$ cat src/rtl/core/pwb_pkg.sv
// pwb_pkg: shared types and constants of the perspective warp block
// payload structs, coefficient register map and fixed arithmetic widths
// no dependencies
package pwb_pkg;

  // coefficient registers
  localparam int CoefW   = 48;
  localparam int NumCoef = 8;
  localparam int DataW   = 64;
  localparam int AddrW   = 6;

  // pixel and coordinate fields
  localparam int CoordW = 12;
  localparam int ChanW  = 8;
  localparam int PixW   = 3 * ChanW;

  // homography arithmetic: 48b coef times 13b signed coordinate, sum of three
  localparam int ProdW = 61;
  localparam int SumW  = 62;
  localparam int MagW  = 61;

  // defaults handed to the top level
  localparam int DefImgWidth   = 512;
  localparam int DefImgHeight  = 512;
  localparam int DefQueueDepth = 4;

  // 1.0 with 32 fraction bits
  localparam logic [CoefW-1:0]       CoefOne = 48'h0001_0000_0000;
  localparam logic signed [SumW-1:0] SumOne  = 62'sh1_0000_0000;

  typedef enum logic [2:0] {
    REG_H00,
    REG_H01,
    REG_H02,
    REG_H10,
    REG_H11,
    REG_H12,
    REG_H20,
    REG_H21
  } pwb_reg_e;

  typedef logic [NumCoef-1:0][CoefW-1:0] pwb_coef_t;

  typedef struct packed {
    logic              mode;
    logic [CoordW-1:0] col;
    logic [CoordW-1:0] row;
    logic [ChanW-1:0]  in_red;
    logic [ChanW-1:0]  in_green;
    logic [ChanW-1:0]  in_blue;
  } pwb_in_t;

  typedef struct packed {
    logic [ChanW-1:0] out_red;
    logic [ChanW-1:0] out_green;
    logic [ChanW-1:0] out_blue;
    logic             inside_res;
  } pwb_out_t;

  // classified item handed from front to back
  typedef struct packed {
    logic              warp;
    logic              pre_in;
    logic [MagW-1:0]   px;
    logic [MagW-1:0]   py;
    logic [MagW-1:0]   pd;
    logic [CoordW-1:0] col;
    logic [CoordW-1:0] row;
    logic [PixW-1:0]   rgb;
  } pwb_cls_t;

endpackage

$ cat src/rtl/core/pwb_fifo.sv
// pwb_fifo: short queue of classified items between front and back
// depends on pwb_pkg
module pwb_fifo #(
  parameter int Depth = pwb_pkg::DefQueueDepth
) (
  input  logic              clk_i,
  input  logic              rst_ni,
  input  logic              push_valid_i,
  output logic              push_stall_o,
  input  pwb_pkg::pwb_cls_t push_item_i,
  output logic              pop_valid_o,
  input  logic              pop_stall_i,
  output pwb_pkg::pwb_cls_t pop_item_o
);

  localparam int PtrW = $clog2(Depth);
  localparam int CntW = $clog2(Depth + 1);

  pwb_pkg::pwb_cls_t mem_q [Depth];
  logic [PtrW-1:0]   wr_ptr_q, rd_ptr_q;
  logic [CntW-1:0]   cnt_q;
  logic              push, pop;

  assign push_stall_o = (cnt_q == CntW'(Depth));
  assign pop_valid_o  = (cnt_q != '0);
  assign push         = push_valid_i && !push_stall_o;
  assign pop          = pop_valid_o && !pop_stall_i;
  assign pop_item_o   = mem_q[rd_ptr_q];

  // storage
  always_ff @(posedge clk_i) begin
    if (push) begin
      mem_q[wr_ptr_q] <= push_item_i;
    end
  end

  // pointers and fill count
  always_ff @(posedge clk_i or negedge rst_ni) begin
    if (!rst_ni) begin
      wr_ptr_q <= '0;
      rd_ptr_q <= '0;
      cnt_q    <= '0;
    end else begin
      if (push) begin
        wr_ptr_q <= (wr_ptr_q == PtrW'(Depth - 1)) ? '0 : wr_ptr_q + 1'b1;
      end
      if (pop) begin
        rd_ptr_q <= (rd_ptr_q == PtrW'(Depth - 1)) ? '0 : rd_ptr_q + 1'b1;
      end
      if (push && !pop) begin
        cnt_q <= cnt_q + 1'b1;
      end else if (pop && !push) begin
        cnt_q <= cnt_q - 1'b1;
      end
    end
  end

`ifndef NO_ASSERTIONS
  a_cnt_bound: assert property (@(posedge clk_i) disable iff (!rst_ni)
    cnt_q <= CntW'(Depth))
    else $error("queue count beyond depth");

  a_cnt_grow: assert property (@(posedge clk_i) disable iff (!rst_ni)
    (push && !pop) |=> (cnt_q == $past(cnt_q) + 1'b1))
    else $error("queue count did not follow a lone push");
`endif

endmodule

$ cat config.mk
export PLATFORM = sky130hd
export DESIGN_NAME = pwb_fifo
export DESIGN_NICKNAME = d
export VERILOG_FILES = /design/src/rtl/core/pwb_pkg.sv /design/src/rtl/core/pwb_fifo.sv
export SDC_FILE = /design/constraint.sdc
export NUM_CORES = 1
export LEC_CHECK = 0
export BUFFER_PORTS_ARGS = -buffer_cell sky130_fd_sc_hd__buf_4
export CAP_MARGIN = 10
export CORE_UTILIZATION = 57
export DETAILED_ROUTE_END_ITERATION = 10
export PLACE_DENSITY = 0.78
export SETUP_SLACK_MARGIN = 0.1
export SYNTH_ARGS = -nofsm -noshare
export SYNTH_HDL_FRONTEND = slang
export SYNTH_SLANG_ARGS = --single-unit
$ cat constraint.sdc
create_clock -name clk_i -period 13 [get_ports clk_i]
set_clock_uncertainty 0.15 [all_clocks]
set_input_delay 1.3 -clock clk_i [delete_from_list [all_inputs] [get_ports clk_i]]
set_output_delay 1.3 -clock clk_i [all_outputs]
set_load 0.01 [all_outputs]
==> results.md <==
- Slowest stage delay, CP: 0.90 ns
- Worst r2r dst: mem_q[0][133]
- Final Max Slew Viols: 0
- Vias per inst: 5.86
- Drc violations: 0
- Register-to-register setup slack: 8.77 ns
- Synth unique cells: 19
- Worst setup EP type: output pin
- GRT overflow: 0
- CTS tree: done
- Register area share after synthesis: 82.7%
- Cell taking the most area after synthesis: edfxtp_1
- Net Count, Synth: 1499
- Detailed Route Iter0 Violations: 1043
- Total Routed Length: 69300 um
- Compound-Gate Fraction of Synth Area: 0%
- Non-Filler Instances: 2633
- Hold Fails Final Rpt: 0
- Synth Cell Area: 34000 sq um
- # rows: 89
- Slew margin rel.: 28.9%
- Number of gates resized after CTS: 0
- Core area: 59000 sq um
- Routability Congestion: 0.747
- Total of max-cap violations: 0
- Sink Count: 939
- Htree depth: 3
- Slowest cell on crit path: buf_4
- Clk slew on worst S/H paths: 0.06 ns
- Most frequent CP cell: buf_4
- Hold crit path type: input port to asynchronous set/reset pin
- Clock Latency Late Sink: 0.64 ns
- Worst R2R Path Depth: 5
- Mapped Cells: 1255
- Commonest cells in the netlist: edfxtp_1 (932), mux4_2 (233), buf_2 (27)
- Worst EP required: 11.55 ns
- Critical Path Start Type: register
- Via count: 15400
- Largest family of logic cells by synthesized area: multiplexers
- First-pass DRT Iterations: 7
- Initial antenna violation count: 12
- Synth top area cells: edfxtp_1 (82%), mux4_2 (15%), buf_6 (0.60%)
- Reg-to-Reg Start: cnt_q[2]
- Outcome: completed
- Clock Tree Root: clkbuf_16
- Post-Synth XOR/XNOR Area: 0.0772%
- Multiplexer area fraction after synthesis: 15.6%
- Worst-case clock buffer depth: 3
- Antenna viol nets, final: 0
- Power per cell area: 236 nW/um^2
- Top-area cell type share of the netlist area: 82.2%
- Cts bufs inserted: 91
- # port buffers: 471
- Worst-margin pin slew: 1.07 ns
- Static leakage: 0.0140 uW
- WS Path Type: register to output pin
- Drt wl/cell: 26.3 um
- Largest net degree at the start of global routing: 141
- Vias in the first global route: 16400
- Post-synthesis adder-cell area fraction: 0.279%
- RSZ-0062 raised after global routing: false
- Die H: 246 um
- Worst EP arrival: 3.96 ns
- Initial Util: 57.7%
- Die Width: 246 um
- Overall global routing resource usage: 22.9%
- Crit path buf inv count: 3
- Most common cell in the netlist: edfxtp_1
- Max Fclk: 0.185 GHz
- Setup Buffers After CTS: 0
- Maximum VDD drop: 201 uV
- Final min period: 5.41 ns
- CP top delay family: buffers and inverters
- First-pass GRT wire length: 101000 um
- #FFs+latches synth: 939
- Syn-to-layout area delta: 21.5%
- Nets: 2029
- Cells after DPL: 2465
- YS warnings: 0
- Die Area: 60700 sq um
- Setup TNS: 0 ns
- DP Wirelength: 40800 um
- I/O pin cnt: 472
- Worst-path maximum fanout: 70
- Post-Synth Simple-Gate Area: 0.187%
- Final critical-path share of the clock period: 41.6%
- Synth async-reset ratio: 0.745%
- Mean post-synth cell area: 27.1 sq um
- EDFF count, synth: 932
- Setup violators final: 0
- Top_reg_cell synth: edfxtp_1
- Share of cells above drive strength 1: 46.2%
- Cts hold-fix bufs: 0
- Critical-path cell list: buf_4 > buf_4 > mux4_2 > buf_4
## layout make-up
class                           instances  area (sq um)
Sequential cell                       939         28200
Fill cell                            3406         17700
Multi-Input combinational cell        260          5500
Timing Repair Buffer                  489          3700
Clock buffer                          113          2400
Tap cell                              773           967
Clock inverter                         51           573
Inverter                                4          15.0
Antenna cell                            4          10.0
## logic make-up after synthesis
kind of cell	after synthesis
flip-flops	939
multiplexers	238
adder cells (fa/ha/maj)	7
buffers and inverters	56
AND/OR/NAND/NOR	12
XOR/XNOR	3
## sequential cells by signal, indices dropped and copies added (netlist names)
name      flops
cnt_q         3
mem_q       932
rd_ptr_q      2
wr_ptr_q      2
## through the flow
| step | hold slack, ns | util, % | cell area [sq um] | power (uW) | setup slack, ns |
|---|---|---|---|---|---|
| final | 0.314 | 70.0 | 41300 | 9750 | 7.59 |
| after global routing | 0.287 | 70.0 | 41300 | 10100 | 7.45 |
| after CTS | 0.273 | 70.0 | 41300 | 9870 | 7.52 |
| after detailed placement | 0.364 | 65.0 | 38400 | 7230 | 7.98 |
| after global placement | 0.314 | 65.0 | 38400 | 7170 | 8.00 |
| after floorplan | 0.297 | - | 34000 | 6060 | 0.915 |
## worst max-delay path by stage
stage	start	to	cells after the start
2_1_floorplan	push_valid_i	mem_q[3][0]	2
3_3_place_gp	push_valid_i	mem_q[0][169]	5
3_5_place_dp	push_valid_i	mem_q[0][139]	5
4_1_cts	rd_ptr_q[1]	pop_item_o[124]	4
5_1_grt	rd_ptr_q[1]	pop_item_o[124]	4
6_report	rd_ptr_q[1]	pop_item_o[124]	4
## layer usage
layer | up-vias | wire length [um] | GRT usage, %
met5 | - | 108 | 0
li1 | 6533 | - | -
met1 | 8143 | 25200 | 28.4
met3 | 128 | 6760 | 8.47
met2 | 621 | 35600 | 37.8
met4 | 16 | 1710 | 6.74
## worst register-to-register path, delay by kind of cell (launching register included)
kind | cells | cell delay (ns)
buf+inv | 2 | 1.88
simple gates | 3 | 1.37
flops | 1 | 0.40
## cells in the final DEF, fill, tap and decap left out, types with 5 or more instances in the layout
cell type,Yosys,routed
edfxtp_1,932,932
buf_4,1,487
mux4_2,233,233
clkbuf_16,0,93
clkbuf_1,6,20
clkinv_1,0,20
bufinv_16,0,12
clkinv_2,0,11
ha_1,6,6
mux2_2,5,5
dfrtp_1,7,5
## power by group
part	switching (uW)	total (uW)	internal (uW)
sequential	199	4200	4000
combinational	1500	2940	1440
clock	1070	2610	1550
total	2770	9750	6980
No activity file was read; power rests on OpenSTA's default activity.
