**config.mk**
```make
export PLATFORM = sky130hd
export DESIGN_NAME = pwb_regs
export DESIGN_NICKNAME = d
export VERILOG_FILES = /design/src/rtl/core/pwb_pkg.sv /design/src/rtl/core/pwb_regs.sv
export SDC_FILE = /design/constraint.sdc
export NUM_CORES = 1
export LEC_CHECK = 0
export CAP_MARGIN = 20
export CELL_PAD_IN_SITES_DETAIL_PLACEMENT = 0
export CELL_PAD_IN_SITES_GLOBAL_PLACEMENT = 1
export CORE_AREA = 2 2 201 203
export CTS_CLUSTER_DIAMETER = 60
export DETAILED_ROUTE_END_ITERATION = 7
export DIE_AREA = 0 0 203 205
export DONT_BUFFER_PORTS = 1
export PLACE_DENSITY = 0.79
export SETUP_SLACK_MARGIN = 0.3
export SLEW_MARGIN = 10
export SYNTH_ARGS = -nofsm -noshare
export SYNTH_HDL_FRONTEND = slang
export SYNTH_SLANG_ARGS = --single-unit
```
**constraint.sdc**
```tcl
create_clock -name clk_i -period 4.5 [get_ports clk_i]
set_input_delay 1.125 -clock clk_i [delete_from_list [all_inputs] [get_ports clk_i]]
set_output_delay 1.125 -clock clk_i [all_outputs]
set_load 0.01 [all_outputs]
```
**src/rtl/core/pwb_pkg.sv**
```systemverilog
// pwb_pkg: shared types and constants of the perspective warp block
// payload structs, coefficient register map and fixed arithmetic widths
// no dependencies
package pwb_pkg;

  // coefficient registers
  localparam int CoefW   = 48;
  localparam int NumCoef = 8;
  localparam int DataW   = 64;
  localparam int AddrW   = 6;

  // pixel and coordinate fields
  localparam int CoordW = 12;
  localparam int ChanW  = 8;
  localparam int PixW   = 3 * ChanW;

  // homography arithmetic: 48b coef times 13b signed coordinate, sum of three
  localparam int ProdW = 61;
  localparam int SumW  = 62;
  localparam int MagW  = 61;

  // defaults handed to the top level
  localparam int DefImgWidth   = 512;
  localparam int DefImgHeight  = 512;
  localparam int DefQueueDepth = 4;

  // 1.0 with 32 fraction bits
  localparam logic [CoefW-1:0]       CoefOne = 48'h0001_0000_0000;
  localparam logic signed [SumW-1:0] SumOne  = 62'sh1_0000_0000;

  typedef enum logic [2:0] {
    REG_H00,
    REG_H01,
    REG_H02,
    REG_H10,
    REG_H11,
    REG_H12,
    REG_H20,
    REG_H21
  } pwb_reg_e;

  typedef logic [NumCoef-1:0][CoefW-1:0] pwb_coef_t;

  typedef struct packed {
    logic              mode;
    logic [CoordW-1:0] col;
    logic [CoordW-1:0] row;
    logic [ChanW-1:0]  in_red;
    logic [ChanW-1:0]  in_green;
    logic [ChanW-1:0]  in_blue;
  } pwb_in_t;

  typedef struct packed {
    logic [ChanW-1:0] out_red;
    logic [ChanW-1:0] out_green;
    logic [ChanW-1:0] out_blue;
    logic             inside_res;
  } pwb_out_t;

  // classified item handed from front to back
  typedef struct packed {
    logic              warp;
    logic              pre_in;
    logic [MagW-1:0]   px;
    logic [MagW-1:0]   py;
    logic [MagW-1:0]   pd;
    logic [CoordW-1:0] col;
    logic [CoordW-1:0] row;
    logic [PixW-1:0]   rgb;
  } pwb_cls_t;

endpackage

```
**src/rtl/core/pwb_regs.sv**
```systemverilog
// pwb_regs: apb register file for the eight homography coefficients
// depends on pwb_pkg
module pwb_regs (
  input  logic                       clk_i,
  input  logic                       rst_ni,
  input  logic                       psel,
  input  logic                       penable,
  input  logic                       pwrite,
  input  logic [pwb_pkg::AddrW-1:0]  paddr,
  input  logic [pwb_pkg::DataW-1:0]  pwdata,
  output logic [pwb_pkg::DataW-1:0]  prdata,
  output logic                       pready,
  output pwb_pkg::pwb_coef_t         coef_o
);

  // identity mapping after reset: h_00 and h_11 at 1.0, the rest zero
  localparam pwb_pkg::pwb_coef_t CoefReset = {
    {(3 * pwb_pkg::CoefW){1'b0}}, pwb_pkg::CoefOne,
    {(3 * pwb_pkg::CoefW){1'b0}}, pwb_pkg::CoefOne
  };

  pwb_pkg::pwb_coef_t coef_q;
  pwb_pkg::pwb_reg_e  idx;
  logic               wr_en;

  // registers sit on 8 byte boundaries
  assign idx   = pwb_pkg::pwb_reg_e'(paddr[pwb_pkg::AddrW-1:3]);
  assign wr_en = psel && penable && pwrite && pready;

  always_ff @(posedge clk_i or negedge rst_ni) begin
    if (!rst_ni) begin
      coef_q <= CoefReset;
    end else if (wr_en) begin
      coef_q[idx] <= pwdata[pwb_pkg::CoefW-1:0];
    end
  end

  // read back sign extended
  assign prdata = {{(pwb_pkg::DataW - pwb_pkg::CoefW){coef_q[idx][pwb_pkg::CoefW-1]}},
                   coef_q[idx]};
  assign pready = 1'b1;
  assign coef_o = coef_q;

endmodule

```
==> impl_metrics.env, run 1 <==
export IMPL_outcome="complete, no violations"
export IMPL_yosysWarnings=0
export IMPL_largest_reg_flops=384
export IMPL_place_gp_congestion=0.829
export IMPL_syn_nets=1093
export IMPL_synthToLayoutAreaGrowth_pct=9.65
export IMPL_clock_latency_ps=540
export IMPL_period_minus_slack_ps=3530
export IMPL_wire_per_inst_um=30.6
export IMPL_finalSetupTns_ps=0
export IMPL_finalSetupViolCount=0
export IMPL_nets=1064
export IMPL_antenna_found_initial=0
export IMPL_cap_violations=0
export IMPL_numCtsBuffers=42
export IMPL_cts_setup_buffers=0
export IMPL_vias_per_cell=6.08
export IMPL_layout_drive_gt1_share=0.527
export IMPL_grt_max_degree=385
export IMPL_detail_route_iter0_violations=408
export IMPL_start_util=0.439
export IMPL_critPathKind="in2out"
export IMPL_skew_ps=0
export IMPL_worst_pin_slew_ps=915
export IMPL_die_y_um=205
export IMPL_synth_top_cell_area_share=0.554
export IMPL_hpwl_mm=29.4
export IMPL_path_max_fanout=101
export IMPL_cts_tree="done"
export IMPL_first_pass_iters=6
export IMPL_grt_pass1_vias=10000
export IMPL_core_area_um2=39400
export IMPL_yosysSeqAreaShare=0.557
export IMPL_ys_types=27
export IMPL_portBuffers=0
export IMPL_final_period_utilization=0.785
export IMPL_power_density_nw_per_um2=520
export IMPL_clk_pin_slew_ps=60
export IMPL_num_vias=9392
export IMPL_rsz0062_at_grt="false"
export IMPL_post_cts_resized=0
export IMPL_num_antenna_cells=0
export IMPL_fin_util=0.481
export IMPL_startpoint_type="primary input"
export IMPL_syn_instance_count=1018
export IMPL_arrival_ps=2410
export IMPL_total_leakage_power_nw=8.29
export IMPL_synth_avg_cell_area_um2=17.0
export IMPL_synthTopCellsByArea="dfrtp_1, mux2_2, mux4_2, mux2_1, buf_4"
export IMPL_cts_buffer_depth=3
export IMPL_hold_buffers=0
export IMPL_drc_errors=0
export IMPL_grt_overflow=0
export IMPL_ir_drop_mv=0.432
export IMPL_syn_area_um2=17300
export IMPL_cp_end_kind="output port"
export IMPL_cp_required_ps=3380
export IMPL_ios=524
export IMPL_grtUsageTotal=0.223
export IMPL_relSlewSlack=0.390
export IMPL_cts_root_buf="clkbuf_16"
export IMPL_row_count=73
export IMPL_postSynthRegisterBits=384
export IMPL_grt_pass1_wl_mm=68.5
export IMPL_dieArea_um2=41600
export IMPL_hold_class="in2async"
export IMPL_cts_sinks=384
export IMPL_die_x_um=203
export IMPL_hold_violations=0
export IMPL_ant_nets=0
export IMPL_fmax_mhz=283
export IMPL_wirelength_mm=47.3
export IMPL_drv_slew=0
export IMPL_cts_htree_levels=2
export IMPL_whs_ps=269
export IMPL_synth_largest_area_cell="dfrtp_1"
==> cell usage in the layout, fill, tap and decap left out, types with 4 or more instances in the layout <==
cell type | Yosys | routed
buf_12 | 0 | 4
buf_4 | 30 | 8
clkbuf_1 | 9 | 11
clkbuf_16 | 0 | 43
clkbuf_8 | 0 | 8
clkinv_2 | 0 | 9
dfrtp_1 | 382 | 382
mux2_1 | 73 | 73
mux2_2 | 358 | 358
mux4_2 | 94 | 94
nor2_4 | 0 | 6
==> final timing paths <==
path	startpoint	to	slack (ps)	depth (start not counted)
max reg2reg	coef_o[27]	coef_o[27]	3580	1
min reg2reg	coef_o[141]	coef_o[141]	580	1
min	rst_ni	coef_o[22]	270	0
min in group clk_i	coef_o[141]	coef_o[141]	580	1
max	paddr[3]	prdata[57]	970	3
max in group asynchronous	rst_ni	coef_o[219]	3630	0
==> metrics by stage <==
| stage | total power [W] | setup slack, ps | cells | instance area (µm²) |
|---|---|---|---|---|
| after global placement | 0.00649 | 1030 | 1470 | 17600 |
| after global routing | 0.0102 | 950 | 1545 | 18900 |
| after detailed placement | 0.00655 | 1030 | 1470 | 17600 |
| after floorplan | 0.00613 | 770 | 1018 | 17300 |
| final | 0.00984 | 967 | 1545 | 18900 |
| after CTS | 0.00996 | 1030 | 1545 | 18900 |
==> Yosys cell counts, drive strengths merged <==
cell      n
mux2    431
dfrtp   382
mux4     94
buf      76
clkbuf    9
nor2      7
dfstp     2
mux2i     2
nand2b    2
nor3      2
a22oi     1
a31oi     1
and2      1
conb      1
inv       1
nand2     1
nand4     1
nand4b    1
nor4bb    1
o211ai    1
o32a      1
==> layout make-up <==
| cell class | count | area [µm²] |
|---|---|---|
| fillers | 3342 | 20400 |
| flip-flops and latches | 384 | 9610 |
| multi-input cells | 548 | 7170 |
| clock buffers | 62 | 1230 |
| well taps | 525 | 657 |
| repair buffers | 12 | 140 |
| clock inverters | 13 | 123 |
| inverters | 1 | 3.75 |
==> logic make-up (layout without fill, tap and decap cells) <==
kind of cell	count (synthesis)	count (layout)	synth area share
other	1	1	0.000217
muxes	527	527	0.405
buffers and inverters	86	88	0.0313
DFF	384	384	0.557
AOI/OAI and AO/OA	4	4	0.00181
and+or+nand+nor	16	16	0.00515
==> per-layer routing <==
layer	vias to the layer above	global-route usage	share of wire
met2	429	0.384	0.51
met1	5125	0.248	0.36
met5	-	0	0
li1	3760	-	-
met4	0	0.0746	0.026
met3	78	0.0962	0.11
==> worst max-delay path: stages <==
cell and delay (ps):
mux4_2 530, mux2_2 330, buf_4 310
==> power breakdown <==
group          switching, W  leakage (nW)  internal, W
Combinational      0.000389          2.71     0.000847
Sequential          0.00111          4.90      0.00413
Clock               0.00136         0.673      0.00200
Total               0.00286          8.29      0.00698
(Power assumes the default switching activity.)
==> run 2: changes to the inputs <==
--- a/config.mk
+++ b/config.mk
@@ -13,7 +13,7 @@
 export DETAILED_ROUTE_END_ITERATION = 7
 export DIE_AREA = 0 0 203 205
 export DONT_BUFFER_PORTS = 1
-export PLACE_DENSITY = 0.79
+export PLACE_DENSITY = 0.82
 export SETUP_SLACK_MARGIN = 0.3
 export SLEW_MARGIN = 10
 export SYNTH_ARGS = -nofsm -noshare
==> constraint.sdc (replaced) <==
create_clock -name clk_i -period 2.9 [get_ports clk_i]
set_input_delay 0.725 -clock clk_i [delete_from_list [all_inputs] [get_ports clk_i]]
set_output_delay 0.725 -clock clk_i [all_outputs]
set_load 0.01 [all_outputs]
==> impl_metrics.env, run 2 (synthesis gave the netlist of run 1 again) <==
export IMPL_multi_input_area_um2=7210
export IMPL_clkPwrFrac=0.345
export IMPL_synthToLayoutAreaGrowth_pct=11.3
export IMPL_r2r_slack_ps=1980
export IMPL_clock_latency_ps=550
export IMPL_dp_worst_setup_slack_ps=383
export IMPL_fmax_mhz=363
export IMPL_path_max_fanout=17
export IMPL_r2r_end="coef_o[95]"
export IMPL_violations="hold timing"
export IMPL_portBuffers=0
export IMPL_outcome="finished with violations"
export IMPL_start_util=0.439
export IMPL_finalSetupTns_ps=0
export IMPL_first_pass_iters=4
export IMPL_intPower_w=0.0109
export IMPL_setup_ws_ps=147
export IMPL_cap_violations=0
export IMPL_grt_max_degree=385
export IMPL_cts_sinks=384
export IMPL_place_gp_congestion=0.809
export IMPL_vias_per_cell=6.05
export IMPL_drc_errors=0
export IMPL_ff2ff_path_depth=1
export IMPL_ios=524
export IMPL_cp_required_ps=2170
export IMPL_dieArea_um2=41600
export IMPL_fin_util=0.488
export IMPL_num_vias=9386
export IMPL_critPathKind="reg2out"
export IMPL_p_seq_frac=0.528
export IMPL_swShare=0.293
export IMPL_core_area_um2=39400
export IMPL_grt_pass1_wl_mm=70.2
export IMPL_layout_drive_gt1_share=0.578
export IMPL_cts_buffer_depth=3
export IMPL_rr_startpoint="coef_o[95]"
export IMPL_grtUsageTotal=0.229
export IMPL_antenna_found_initial=0
export IMPL_worst_pin_slew_ps=865
export IMPL_nFillCells=3315
export IMPL_power_switching_w=0.00454
export IMPL_cts_root_buf="clkbuf_16"
export IMPL_layout_area_seq_um2=9670
export IMPL_dpl_instance_area_um2=17700
export IMPL_total_leakage_power_nw=8.34
export IMPL_design_area_um2=19200
export IMPL_layout_common_cells="mux2_2, dfrtp_1, mux4_2"
export IMPL_largest_reg_flops=384
export IMPL_startpoint_type="register"
export IMPL_ir_drop_mv=0.578
export IMPL_final_period_utilization=0.949
export IMPL_hold_violations=209
export IMPL_row_count=73
export IMPL_clk_pin_slew_ps=60
export IMPL_drv_slew=0
export IMPL_comb_power_share=0.126
export IMPL_cts_tree="done"
export IMPL_detail_route_iter0_violations=487
export IMPL_rsz0062_at_grt="true"
export IMPL_die_y_um=205
export IMPL_power_density_nw_per_um2=805
export IMPL_whs_ps=-135
export IMPL_cts_htree_levels=2
export IMPL_ant_nets=0
export IMPL_relSlewSlack=0.423
export IMPL_skew_ps=0
export IMPL_grt_overflow=0
export IMPL_wirelength_mm=48.4
export IMPL_hpwl_mm=30.6
export IMPL_wire_per_inst_um=31.2
export IMPL_numCtsBuffers=43
export IMPL_num_antenna_cells=0
export IMPL_hold_class="in2async"
export IMPL_period_minus_slack_ps=2750
export IMPL_grt_pass1_vias=10200
export IMPL_cp_end_kind="output port"
export IMPL_layout_commonest_cell="mux2_2"
export IMPL_arrival_ps=2030
export IMPL_die_x_um=203
export IMPL_finalSetupViolCount=0
export IMPL_nets=1071
[run 2: cell types whose count changed in the layout (fill, tap and decap cells not counted), moves of 5 or more]
cell,previous run,this run
mux2_4,0,7
clkbuf_1,11,6
buf_12,4,12
dfrtp_1,382,338
dfrtp_2,0,44
mux2_2,358,350
[run 2: how the worst max path moves through the flow]
| stage | start | end | slack, ps | depth (start not counted) |
|---|---|---|---|---|
| finish | coef_o[191] | prdata[47] | 150 | 2 |
| global route | coef_o[191] | prdata[47] | 80 | 2 |
| CTS | coef_o[191] | prdata[47] | 90 | 2 |
| detailed placement | paddr[3] | prdata[47] | 380 | 2 |
| global placement | paddr[3] | prdata[47] | 370 | 2 |
| floorplan | paddr[3] | prdata[48] | 210 | 5 |
[run 2: per-stage QoR]
step | std cells | hold WS [ps] | power (W)
6_report | 1552 | -135 | 0.0155
5_1_grt | 1552 | -166 | 0.0161
4_1_cts | 1552 | -167 | 0.0156
3_5_place_dp | 1476 | 438 | 0.0102
3_3_place_gp | 1476 | 438 | 0.0101
2_1_floorplan | 1018 | 429 | 0.00953
[run 2: final cells by class]
cell class / count / share of cell area
flip-flops and latches: 384 / 0.503
inverters: 1 / 0.000195
well taps: 525 / 0.0342
multi-input cells: 548 / 0.375
clock buffers: 60 / 0.0662
repair buffers: 18 / 0.0148
clock inverters: 16 / 0.00638
[run 2: power by group through the flow]
stage | clock network, W | logic [W] | registers, W
after floorplan | 0 | 0.00188 | 0.00765
after global placement | 0 | 0.00186 | 0.00820
after detailed placement | 0 | 0.00194 | 0.00825
after CTS | 0.00549 | 0.00197 | 0.00818
after global routing | 0.00568 | 0.00210 | 0.00831
final | 0.00534 | 0.00195 | 0.00817
[run 2: timing repair]
action                                  in CTS  in global routing
pin swaps                                    0                  0
endpoints found under the hold margin      382                382
endpoints found under the setup margin      29                 28
buffers inserted                             0                  0
gates resized for setup                     34                 18
[run 2: worst max-delay path, stage by stage (launching register included)]
cell     delay (ps)
dfrtp_2         500
mux4_2          510
mux2_8          440
[run 2: layer usage]
layer	GRT usage	vias to the layer above	wire length, µm
met1	0.266	5105	17700
met3	0.0940	87	5280
met4	0.0858	0	1480
met5	0	-	0
met2	0.383	437	24000
li1	-	3757	-
